$ cat config.mk
export PLATFORM = sky130hd
export DESIGN_NAME = range_sensor_frame_parser
export DESIGN_NICKNAME = d
export VERILOG_FILES = /design/src/rtl/core/rsfp_pkg.sv /design/src/rtl/core/rsfp_parser.sv /design/src/rtl/core/rsfp_out_reg.sv /design/src/rtl/core/range_sensor_frame_parser.sv
export SDC_FILE = /design/constraint.sdc
export NUM_CORES = 1
export LEC_CHECK = 0
export BUFFER_PORTS_ARGS = -buffer_cell sky130_fd_sc_hd__buf_2
export CORE_MARGIN = 2
export CORE_UTILIZATION = 25
export DETAILED_ROUTE_END_ITERATION = 10
export GPL_TIMING_DRIVEN = 0
export SETUP_SLACK_MARGIN = 0.2
export SLEW_MARGIN = 20
export SYNTH_ARGS = -nofsm -noshare
export SYNTH_HDL_FRONTEND = slang
export SYNTH_SLANG_ARGS = --single-unit
$ cat constraint.sdc
create_clock -name aclk -period 4.7 [get_ports aclk]
set_clock_uncertainty 0.1 [all_clocks]
set_input_delay 0.94 -clock aclk [delete_from_list [all_inputs] [get_ports aclk]]
set_output_delay 0.94 -clock aclk [all_outputs]
set_load 0.01 [all_outputs]
$ cat src/rtl/core/rsfp_pkg.sv
// shared types and constants for the range sensor frame parser
package rsfp_pkg;

    localparam logic [7:0] SYNC_BYTE       = 8'h59;
    localparam logic [7:0] SYNC_SUM        = 8'hB2;
    localparam logic [3:0] POS_HUNT        = 4'd0;
    localparam logic [3:0] POS_DIST_LOW    = 4'd2;
    localparam logic [3:0] POS_DIST_HIGH   = 4'd3;
    localparam logic [3:0] POS_CHECKSUM    = 4'd8;
    localparam logic [15:0] BAD_COUNT_MAX  = 16'hFFFF;
    localparam logic PARSE_ENABLE_RESET    = 1'b1;
    localparam int   PADDR_W               = 3;
    localparam logic REG_PARSE_ENABLE      = 1'b0;
    localparam logic KIND_FRAME            = 1'b0;
    localparam logic KIND_RAW              = 1'b1;
    localparam int   M_TDATA_W             = 40;

    typedef struct packed {
        logic        kind;
        logic [15:0] value;
        logic        checksum_ok;
        logic [15:0] bad_frame_count;
    } rsfp_result_t;

endpackage

$ cat src/rtl/core/rsfp_parser.sv
// frame state tracking, checksum check and result formation for one byte
module rsfp_parser
    import rsfp_pkg::*;
(
    input  logic         aclk,
    input  logic         aresetn,
    input  logic         step,
    input  logic [7:0]   rx_byte,
    input  logic         parse_enable,
    output logic         has_result,
    output rsfp_result_t result
);

    logic [3:0]  position_reg, position_next;
    logic [7:0]  prev_byte_reg, prev_byte_next;
    logic [7:0]  sum_reg, sum_next;
    logic [7:0]  dist_low_reg, dist_low_next;
    logic [7:0]  dist_high_reg, dist_high_next;
    logic [15:0] bad_count_reg, bad_count_next;
    logic        hunting;
    logic        sum_match;

    assign hunting   = (position_reg < POS_DIST_LOW) || (position_reg > POS_CHECKSUM);
    assign sum_match = (sum_reg == rx_byte);

    always_comb begin
        position_next  = position_reg;
        prev_byte_next = prev_byte_reg;
        sum_next       = sum_reg;
        dist_low_next  = dist_low_reg;
        dist_high_next = dist_high_reg;
        bad_count_next = bad_count_reg;
        has_result     = 1'b0;
        result.kind            = KIND_FRAME;
        result.value           = 16'd0;
        result.checksum_ok     = 1'b1;
        result.bad_frame_count = bad_count_reg;
        if (!parse_enable) begin
            has_result   = 1'b1;
            result.kind  = KIND_RAW;
            result.value = {8'd0, rx_byte};
        end else if (hunting) begin
            position_next  = POS_HUNT;
            prev_byte_next = rx_byte;
            if (rx_byte == SYNC_BYTE && prev_byte_reg == SYNC_BYTE) begin
                position_next = POS_DIST_LOW;
                sum_next      = SYNC_SUM;
            end
        end else if (position_reg != POS_CHECKSUM) begin
            if (position_reg == POS_DIST_LOW) begin
                dist_low_next = rx_byte;
            end
            if (position_reg == POS_DIST_HIGH) begin
                dist_high_next = rx_byte;
            end
            sum_next      = sum_reg + rx_byte;
            position_next = position_reg + 4'd1;
        end else begin
            // checksum byte closes the frame
            position_next  = POS_HUNT;
            prev_byte_next = 8'd0;
            has_result     = 1'b1;
            if (sum_match) begin
                result.value = {dist_high_reg, dist_low_reg};
            end else begin
                result.checksum_ok = 1'b0;
                if (bad_count_reg != BAD_COUNT_MAX) begin
                    bad_count_next = bad_count_reg + 16'd1;
                end
                result.bad_frame_count = bad_count_next;
            end
        end
    end

    always_ff @(posedge aclk) begin
        if (!aresetn) begin
            position_reg  <= POS_HUNT;
            prev_byte_reg <= 8'd0;
            sum_reg       <= 8'd0;
            dist_low_reg  <= 8'd0;
            dist_high_reg <= 8'd0;
            bad_count_reg <= 16'd0;
        end else if (step) begin
            position_reg  <= position_next;
            prev_byte_reg <= prev_byte_next;
            sum_reg       <= sum_next;
            dist_low_reg  <= dist_low_next;
            dist_high_reg <= dist_high_next;
            bad_count_reg <= bad_count_next;
        end
    end

endmodule

$ cat src/rtl/core/rsfp_out_reg.sv
// result register holding one transaction for the master side
module rsfp_out_reg
    import rsfp_pkg::*;
(
    input  logic                 aclk,
    input  logic                 aresetn,
    input  logic                 load,
    input  rsfp_result_t         result,
    output logic                 free,
    output logic                 m_tvalid,
    input  logic                 m_tready,
    output logic [M_TDATA_W-1:0] m_tdata,
    output logic [0:0]           m_tuser
);

    logic         valid_reg;
    rsfp_result_t data_reg;

    assign free     = !valid_reg || m_tready;
    assign m_tvalid = valid_reg;
    assign m_tdata  = {{(M_TDATA_W - 33){1'b0}}, data_reg.bad_frame_count,
                       data_reg.checksum_ok, data_reg.value};
    assign m_tuser  = data_reg.kind;

    always_ff @(posedge aclk) begin
        if (!aresetn) begin
            valid_reg <= 1'b0;
        end else if (load) begin
            valid_reg <= 1'b1;
        end else if (m_tready) begin
            valid_reg <= 1'b0;
        end
    end

    always_ff @(posedge aclk) begin
        if (load) begin
            data_reg <= result;
        end
    end

endmodule

$ cat src/rtl/core/range_sensor_frame_parser.sv
// top level of the range sensor frame parser
// usage:
//   bytes from the sensor link enter on the s_ stream channel, one per transaction
//   in parse mode a 9-byte frame (two 0x59 sync bytes, distance, checksum) yields
//   one m_ transaction at its checksum byte; other bytes yield none
//   in raw mode each byte yields one m_ transaction carrying the byte
//   parse_enable is set through the apb port at address 0; write it only while idle (the block does not enforce this)
// timing:
//   a byte is captured in an input register and processed once the result register is
//   free; a byte that has a result loads it into the result register, which drives
//   m_tvalid
//   one byte per cycle is sustained while m_tready is high
// reset:
//   aresetn low clears the valid flags of both registers, the frame state and the bad-frame count;
//   parse mode is on after reset
// stalls:
//   when m_tready is low the result register holds; the input register then holds
//   its byte as well and s_tready drops while both are full
module range_sensor_frame_parser
    import rsfp_pkg::*;
(
    input  logic                 aclk,
    input  logic                 aresetn,
    input  logic                 s_tvalid,
    output logic                 s_tready,
    input  logic [7:0]           s_tdata,   // rx_byte
    output logic                 m_tvalid,
    input  logic                 m_tready,
    output logic [M_TDATA_W-1:0] m_tdata,   // value, checksum_ok, bad_frame_count, zero pad
    output logic [0:0]           m_tuser,   // kind
    input  logic                 psel,
    input  logic                 penable,
    input  logic                 pwrite,
    input  logic [PADDR_W-1:0]   paddr,
    input  logic [31:0]          pwdata,
    output logic [31:0]          prdata,
    output logic                 pready
);

    logic         in_valid_reg;
    logic [7:0]   in_byte_reg;
    logic         parse_enable_reg;
    logic         out_free;
    logic         step;
    logic         has_result;
    rsfp_result_t result;

    assign step     = in_valid_reg && out_free;
    assign s_tready = !in_valid_reg || out_free;

    always_ff @(posedge aclk) begin
        if (!aresetn) begin
            in_valid_reg <= 1'b0;
        end else if (s_tready) begin
            in_valid_reg <= s_tvalid;
        end
    end

    always_ff @(posedge aclk) begin
        if (s_tvalid && s_tready) begin
            in_byte_reg <= s_tdata;
        end
    end

    // configuration register
    assign pready = 1'b1;
    assign prdata = (paddr[2] == REG_PARSE_ENABLE) ? {31'd0, parse_enable_reg} : 32'd0;

    always_ff @(posedge aclk) begin
        if (!aresetn) begin
            parse_enable_reg <= PARSE_ENABLE_RESET;
        end else if (psel && penable && pwrite && pready && paddr[2] == REG_PARSE_ENABLE) begin
            parse_enable_reg <= pwdata[0];
        end
    end

    rsfp_parser u_parser (
        .aclk         (aclk),
        .aresetn      (aresetn),
        .step         (step),
        .rx_byte      (in_byte_reg),
        .parse_enable (parse_enable_reg),
        .has_result   (has_result),
        .result       (result)
    );

    rsfp_out_reg u_out_reg (
        .aclk     (aclk),
        .aresetn  (aresetn),
        .load     (step && has_result),
        .result   (result),
        .free     (out_free),
        .m_tvalid (m_tvalid),
        .m_tready (m_tready),
        .m_tdata  (m_tdata),
        .m_tuser  (m_tuser)
    );

endmodule

### Yosys cells after proc, flatten, opt, wreduce, memory -nomap -nowiden

Cells that the tools add are included.

* $add $sub $neg: 3
* order comparisons: 2
* equal/unequal tests: 9
* multiplexer cells: 22
* bitwise gates (word level): 5
* reduce and logical (&&, ||, !) cells: 22

Operators by type and width (count)
* $mux 8: 7
* $mux 25: 2
* $mux 16: 2
* $mux 17: 1
* $add 16x1->16 const B: 1
* $eq 8x7->1 const B: 2
* $ne 16x16->1 const B: 1
* $reduce_and 5->1: 3
* $add 8x8->8: 1
* $eq 4x2->1 const B: 2
* $eq 8x8->1: 1
* $mux 4: 2
* $logic_and 1x1->1: 7
* $mux 1: 7
* $not 1->1: 5
* $add 4x1->4 const B: 1
* $gt 4x4->1 const B: 1
* $lt 4x2->1 const B: 1
* $ne 4x4->1 const B: 1
* $reduce_and 4->1: 1
* $reduce_bool 2->1: 2
* $reduce_or 4->1: 1
* $logic_or 1x1->1: 3
* $reduce_and 3->1: 1
* other kinds (6): 7

* bits in registers: 97
* input bits: 50
* output and inout port bits: 76
* logic and storage cells: 78

### Logic depth before layout (Yosys ltp)

Gate-level depths: netlist (run 1).

* word-level depth: 6
* gate-level depth with buffers: 8
* mapped depth without buffers: 7

### Hierarchy

Synthesis (run 1) repeated with hierarchy kept, for this count alone.

* cell total of the unflattened synthesis: 455
* area total of the unflattened synthesis: 4727.0 sq um

Modules (own cells, without submodules)
* rsfp_parser: instances 1, cells each 354, area an instance 2976.6 sq um, sequential area each 1041.0 sq um
* rsfp_out_reg: instances 1, cells each 46, area an instance 1126.1 sq um, sequential area each 1041.0 sq um
* range_sensor_frame_parser: instances 1, cells each 55, area an instance 624.3 sq um, sequential area each 280.3 sq um

### Worst setup path before layout (run 1)

OpenSTA, ideal clock, no wires.

* kind: input port to flip-flop
* start point: input port m_tready
* end point: register u_out_reg.data_reg, in the netlist u_out_reg.m_tdata[0], enable pin
* library setup time: 0.438 ns
* arrival time: 2.935 ns
* data required time: 4.162 ns
* path slack: 1.226 ns
* stages on the path: 3
* buffers on the path: 0
* cell sequence: nand2b_1 -> nand2_1 -> a21oi_1

* cells in the longest elaborated chain, start to end: 3

Ends and longest elaborated chain
* start, declared: RTL line range_sensor_frame_parser.sv:28 `input logic m_tready,`
* $logic_or 1x1->1: RTL line rsfp_out_reg.sv:19 `assign free = !valid_reg || m_tready;`
* $logic_and 1x1->1: RTL line range_sensor_frame_parser.sv:48 `assign step = in_valid_reg && out_free;`
* $logic_and 1x1->1: RTL line range_sensor_frame_parser.sv:90 `.load (step && has_result),`
* via u_out_reg.load: RTL line rsfp_out_reg.sv:7 `input logic load,`
* end signal, assigned: RTL line rsfp_out_reg.sv:37 `data_reg <= result;`
* end, declared: RTL line rsfp_out_reg.sv:17 `rsfp_result_t data_reg;`

The timed path passes the listed nets, and every way through them passes these cells.
A chain may end at the register's enable or synchronous reset.

### Final worst setup path (run 1)

* start point: register in_byte_reg[4]
* end point: register u_out_reg.data_reg, in the netlist u_out_reg.m_tdata[10], data pin

* cells in the longest elaborated chain, start to end: 3

Ends and longest elaborated chain
* start, declared: RTL line range_sensor_frame_parser.sv:41 `logic [7:0] in_byte_reg;`
* start signal, assigned: RTL line range_sensor_frame_parser.sv:61 `in_byte_reg <= s_tdata;`
* $eq 8x8->1: RTL line rsfp_parser.sv:24 `assign sum_match = (sum_reg == rx_byte);`
* $not 1->1 (no source line)
* $reduce_or 4->1 (no source line)

No other way between the ends.

==> results of run 1 <==
[worst paths after layout]
check	from	end
setup reg to reg	in_byte_reg[4]$_DFFE_PP_	u_out_reg.m_tdata[10]$_SDFFCE_PP0P_
setup / recovery	in_byte_reg[4]$_DFFE_PP_	u_out_reg.m_tdata[10]$_SDFFCE_PP0P_
hold / removal	u_parser.prev_byte_reg[0]$_SDFFE_PN0P_	u_parser.prev_byte_reg[0]$_SDFFE_PN0P_
hold reg to reg	u_parser.prev_byte_reg[0]$_SDFFE_PN0P_	u_parser.prev_byte_reg[0]$_SDFFE_PN0P_
[final cells by class]
type / count / share of cell area, %
timing repair buffer: 53 / 4.98
tap: 234 / 5.07
buffer: 58 / 6.43
multi-input combinational: 314 / 36.7
sequential: 97 / 40.9
inverter: 2 / 0.130
clock inverter: 6 / 1.84
clock buffer: 10 / 3.96
[synthesized netlist by cell type, drive strengths merged, types with 6 or more instances]
cell    number  share of area [%]
dfxtp       55                 23
buf         46                6.9
edfxtp      42                 27
nor2        40                3.2
nand2       26                2.1
mux2i       19                4.0
a21oi       17                2.0
a22o        16                3.0
xnor2       15                2.8
and2        13                1.7
clkbuf      12               0.96
nand3       10                1.1
ha           9                2.4
nor3         9                1.5
and3         8                1.1
xor2         8                1.5
o21ai        7               0.74
nand2b       6               0.80
[logic make-up (layout without fill, tap and decap cells)]
logic type	Yosys count	count (layout)	synth area share [%]
AOI/OAI and AO/OA	77	77	13.2
DFF	97	97	50.2
other	2	39	0.160
adders and majority gates	10	10	2.82
buffers and inverters	60	129	8.06
muxes	20	20	4.28
xor gates and xnor gates	23	23	4.28
and+or+nand+nor	145	145	17.0
[metrics by stage]
step / cells / util, %
after global routing: 774 / 31.1
after CTS: 774 / 31.1
after global placement: 757 / 29.0
after floorplan: 471 / -
final: 774 / 31.1
after detailed placement: 758 / 29.3
[routing by layer]
layer	up-vias	wire (microns)
li1	1709	-
met1	1574	4900
met2	94	4750
met3	16	569
met4	2	197
met5	-	13
[report_power, final]
| group | leakage [uW] | internal, uW | switching, uW |
|---|---|---|---|
| logic | 0.00124 | 55.1 | 66.7 |
| clock network | 0.000162 | 518 | 314 |
| registers | 0.000772 | 892 | 20.3 |
[placed cells by master, fill, tap and decap left out, drive strengths merged, types with 3 or more instances in the layout]
| cell type | Yosys | layout |
|---|---|---|
| ha | 9 | 9 |
| o221a | 5 | 5 |
| a21oi | 17 | 17 |
| mux2i | 19 | 19 |
| xnor2 | 15 | 15 |
| buf | 46 | 99 |
| clkbuf | 12 | 22 |
| nor2b | 4 | 4 |
| edfxtp | 42 | 42 |
| a211oi | 3 | 3 |
| nand2b | 6 | 6 |
| o21ai | 7 | 7 |
| nor3 | 9 | 9 |
| xor2 | 8 | 8 |
| a21o | 4 | 4 |
| and2 | 13 | 13 |
| bufinv | 0 | 3 |
| o21a | 3 | 3 |
| nand4 | 5 | 5 |
| conb | 2 | 39 |
| dfxtp | 55 | 55 |
| a2111oi | 4 | 4 |
| clkinv | 1 | 4 |
| o211ai | 3 | 3 |
| nand2 | 26 | 26 |
| a22o | 16 | 16 |
| nand3 | 10 | 10 |
| and3 | 8 | 8 |
| nor4 | 5 | 5 |
| or3 | 5 | 5 |
| nor2 | 40 | 40 |
==> flow_summary.yaml, run 1 <==
placement:
  pre_cts_ws_ps: 1370
  place_area_sq_um: 5440
  routabilityCongestion: 0.793
  hpwl_mm: 7.61
  port_buffers: 52
sta:
  post-route-period-util_pct: 70.8
  layout_setup_ws_ps: 1370
  relSlewSlack_pct: 37.6
  setup_violations: 0
  max_freq_mhz: 300
  tns_ps: 0
  hold_slack_ps: 379
  final_max_slew_viol_count: 0
  worst_pin_slew_ps: 930
  layout_min_cycle_time_ps: 3330
  hold_viol_final: 0
  rsz0062_at_grt: "no"
clock_tree:
  cts_htree_levels: 3
  cts_tree: "built"
  clock-sinks: 97
  cts_made_buffers: 9
  cts-root-buf: "clkbuf_16"
  clk_latency_ps: 350
  cts_max_path_buffers: 2
  cts_setup_buffers: 0
  path_clk_slew_ps: 70
  cts_resized: 0
  cts_hold_buf: 0
grt:
  grt_pass1_vias: 3054
  grt_max_degree: 24
  grt_use_met3_pct: 2.92
  grtUsageMet1_pct: 13.6
  met2_usage_pct: 16.7
  track_usage_pct: 10.6
  globalRouteOverflowTotal: 0
  top_usage_layer: "met2"
  antenna_found_initial: 1
  grt_pass1_wl_mm: 16.2
logic_synthesis:
  synth-main-ff-cell: "dfxtp_1"
  syn_area_per_cell_sq_um: 10.8
  seq_area_frac_synth_pct: 50.2
  async_flop_share_pct: 0
  synth_edf_count: 42
  ys_ff_latch: 97
  ys_warn_count: 0
  synth_cell_types: 66
  synth_cells: 434
  syn-cell-area_sq_um: 4700
power:
  power.density_nw_per_um2: 323
  total_power_uw: 1870
  vdd_drop_max_mv: 0.116
  power.leakage_uw: 0.00218
critical_path:
  cp_max_fo: 10
  cpPeakStageDelay_ps: 520
  path_cells: "ha_1 > nor4_1 > and3_1 > clkbuf_1 > and3_1 > clkbuf_1 > clkbuf_1 > and2_1"
  crit_top_cell: "clkbuf_1"
  crit_buf_inv: 3
  r2r_slack_ps: 1370
  cp-start-kind: "register"
  crit_required_ps: 4810
  arrival_ps: 3440
  cp.depth: 8
  critPathCaptureType: "register"
  cp_slowest_cell: "edfxtp_1"
  reg2reg_depth: 8
  path_delay_family: "simple AND/OR/NAND/NOR gates"
  critPathKind: "reg -> reg"
min_path:
  min_path_type: "reg -> reg"
  holdPathStages: 1
final_layout:
  n_antenna_cell: 0
  final_area_sq_um: 5780
  register_area_sq_um: 2360
  syn2layout_area_growth_pct: 22.8
  finalNetCount: 595
  nFillCells: 1896
  largest_register_ffs: 33
  multi_input_area_sq_um: 2120
  drive_gt1_share_pct: 24.3
route:
  drtIter0Drc: 181
  drc_errors: 0
  via_count: 3395
  routedWlPerCell_microns: 13.5
  vias_per_cell: 4.39
  first_pass_iters: 4
  antenna_left: 0
  wl_mm: 10.4
floorplan:
  rows: 50
  start_util_pct: 25.3
  die_area_sq_um: 19900
  core-area_sq_um: 18600
  die_x_microns: 141
  pin_count: 126
  die_h_microns: 141
status:
  status: "complete, no violations"
flow_run:
  max_cap_viol_count: 0
No activity file was read; power rests on OpenSTA's default activity.
==> run 2, diff against run 1 <==
==> constraint.sdc (replaced) <==
create_clock -name aclk -period 3.2 [get_ports aclk]
set_clock_uncertainty 0.1 [all_clocks]
set_input_delay 0.64 -clock aclk [delete_from_list [all_inputs] [get_ports aclk]]
set_output_delay 0.64 -clock aclk [all_outputs]
set_load 0.01 [all_outputs]
==> flow_summary.yaml, run 2 (synthesized netlist as in run 1, its figures left out) <==
flow_run:
  max_cap_viol_count: 0
floorplan:
  die_h_microns: 141
  rows: 50
  die_x_microns: 141
  start_util_pct: 25.3
  pin_count: 126
  die_area_sq_um: 19900
  core-area_sq_um: 18600
critical_path:
  critPathKind: "reg -> reg"
  r2r_slack_ps: 440
  cp-endpoint: "u_out_reg.m_tdata[10]$_SDFFCE_PP0P_"
  worstSetupStartpoint: "in_byte_reg[4]$_DFFE_PP_"
  crit_required_ps: 3310
  cp_max_fo: 10
  r2r_end: "u_out_reg.m_tdata[10]$_SDFFCE_PP0P_"
  rr_startpoint: "in_byte_reg[4]$_DFFE_PP_"
  reg2reg_depth: 8
  arrival_ps: 2860
  critPathCaptureType: "register"
  cp-start-kind: "register"
min_path:
  min_path_type: "in -> reg"
final_layout:
  final_area_sq_um: 5810
  syn2layout_area_growth_pct: 23.5
  drive_gt1_share_pct: 25.6
  mostFrequentLayoutCells: "buf_2 (58), dfxtp_1 (55), edfxtp_1 (42), nor2_1 (40)"
  largest_register_ffs: 33
  final_common_cell: "buf_2"
  final_cells: 774
  final_util_pct: 31.3
  n_antenna_cell: 0
  finalNetCount: 595
route:
  wl_mm: 10.3
  antenna_left: 0
  first_pass_iters: 4
  drtIter0Drc: 132
  drc_errors: 0
  routedWlPerCell_microns: 13.3
  vias_per_cell: 4.37
  via_count: 3386
clock_tree:
  cts-root-buf: "clkbuf_16"
  cts_htree_levels: 3
  path_clk_slew_ps: 70
  clock-sinks: 97
  clk_latency_ps: 350
  cts_max_path_buffers: 2
  cts_made_buffers: 9
  cts_tree: "built"
  cts_setup_buffers: 0
status:
  status: "complete, no violations"
power:
  power.leakage_uw: 0.00220
  vdd_drop_max_mv: 0.211
  power.density_nw_per_um2: 474
  total_power_uw: 2760
grt:
  globalRouteOverflowTotal: 0
  grt_max_degree: 20
  track_usage_pct: 10.8
  grt_pass1_wl_mm: 16.6
  antenna_found_initial: 0
  grt_pass1_vias: 3176
placement:
  port_buffers: 52
  place_inst: 758
  hpwl_mm: 7.67
  place_area_sq_um: 5440
  routabilityCongestion: 0.788
sta:
  final_max_slew_viol_count: 0
  hold_viol_final: 0
  relSlewSlack_pct: 32.7
  worst_pin_slew_ps: 1000
  rsz0062_at_grt: "no"
  post-route-period-util_pct: 86.2
  layout_min_cycle_time_ps: 2760
  setup_violations: 0
  max_freq_mhz: 363
[run 2: cell types whose count changed in the layout (fill, tap and decap cells not counted), sizes merged]
cell / delta
clkinv: -3
inv: +2
clkbuf: +3
bufinv: -2
[run 2: where the power goes]
part           internal [uW]  leakage, uW  total (uW)  switching, uW
sequential              1310     0.000772        1340           29.7
clock                    773     0.000178        1240            463
combinational           81.6      0.00125         180           98.5
total                   2160      0.00220        2760            591
[run 2: metrics by stage]
stage | setup TNS, ps | worst slack, ps | hold WS [ps]
5_1_grt | 0 | 295 | 366
3_5_place_dp | -687 | -98.5 | 361
3_3_place_gp | -919 | -124 | 355
6_report | 0 | 442 | 374
4_1_cts | 0 | 316 | 365
2_1_floorplan | 0 | 680 | 340
[run 2: metal layers]
layer	global-route usage [%]	vias to the layer above	wire length, microns	part of all wire [%]
met5	0	-	0	0
met4	3.58	0	170	1.7
met3	3.19	16	504	4.9
met2	17.5	88	4780	47
met1	13.7	1575	4810	47
li1	-	1707	-	-
[run 2: timing repair]
action	CTS	global route
hold buffers	0	0
hold endpoints to repair	0	0
gates resized for setup	3	1
endpoints found under the setup margin	10	10
[run 2: worst min-delay path by stage]
stage	endpoint	start	slack [ps]	depth (start not counted)
6_report	in_byte_reg[6]$_DFFE_PP_	s_tdata[6]	370	1
5_1_grt	in_byte_reg[1]$_DFFE_PP_	s_tdata[1]	370	1
2_1_floorplan	u_parser.prev_byte_reg[0]$_SDFFE_PN0P_	u_parser.prev_byte_reg[0]$_SDFFE_PN0P_	340	1
4_1_cts	in_byte_reg[5]$_DFFE_PP_	s_tdata[5]	360	1
3_3_place_gp	u_parser.prev_byte_reg[0]$_SDFFE_PN0P_	u_parser.prev_byte_reg[0]$_SDFFE_PN0P_	360	1
3_5_place_dp	u_parser.prev_byte_reg[4]$_SDFFE_PN0P_	u_parser.prev_byte_reg[4]$_SDFFE_PN0P_	360	1
[run 2: final cells by class]
class	count	area (sq um)
fill	1897	12800
sequential	97	2360
multi-input combinational	314	2130
buffer	58	375
clock buffer	13	314
tap	234	293
timing repair buffer	53	288
clock inverter	3	45.0
inverter	2	7.51
[run 2: worst max-delay path, stage by stage, from the launching register on]
cell and delay (ps):
edfxtp_1 520, ha_1 420, nor4_2 350, and3_1 200
clkbuf_2 210, and3_1 180, clkbuf_2 210, clkbuf_2 250
and2_1 180
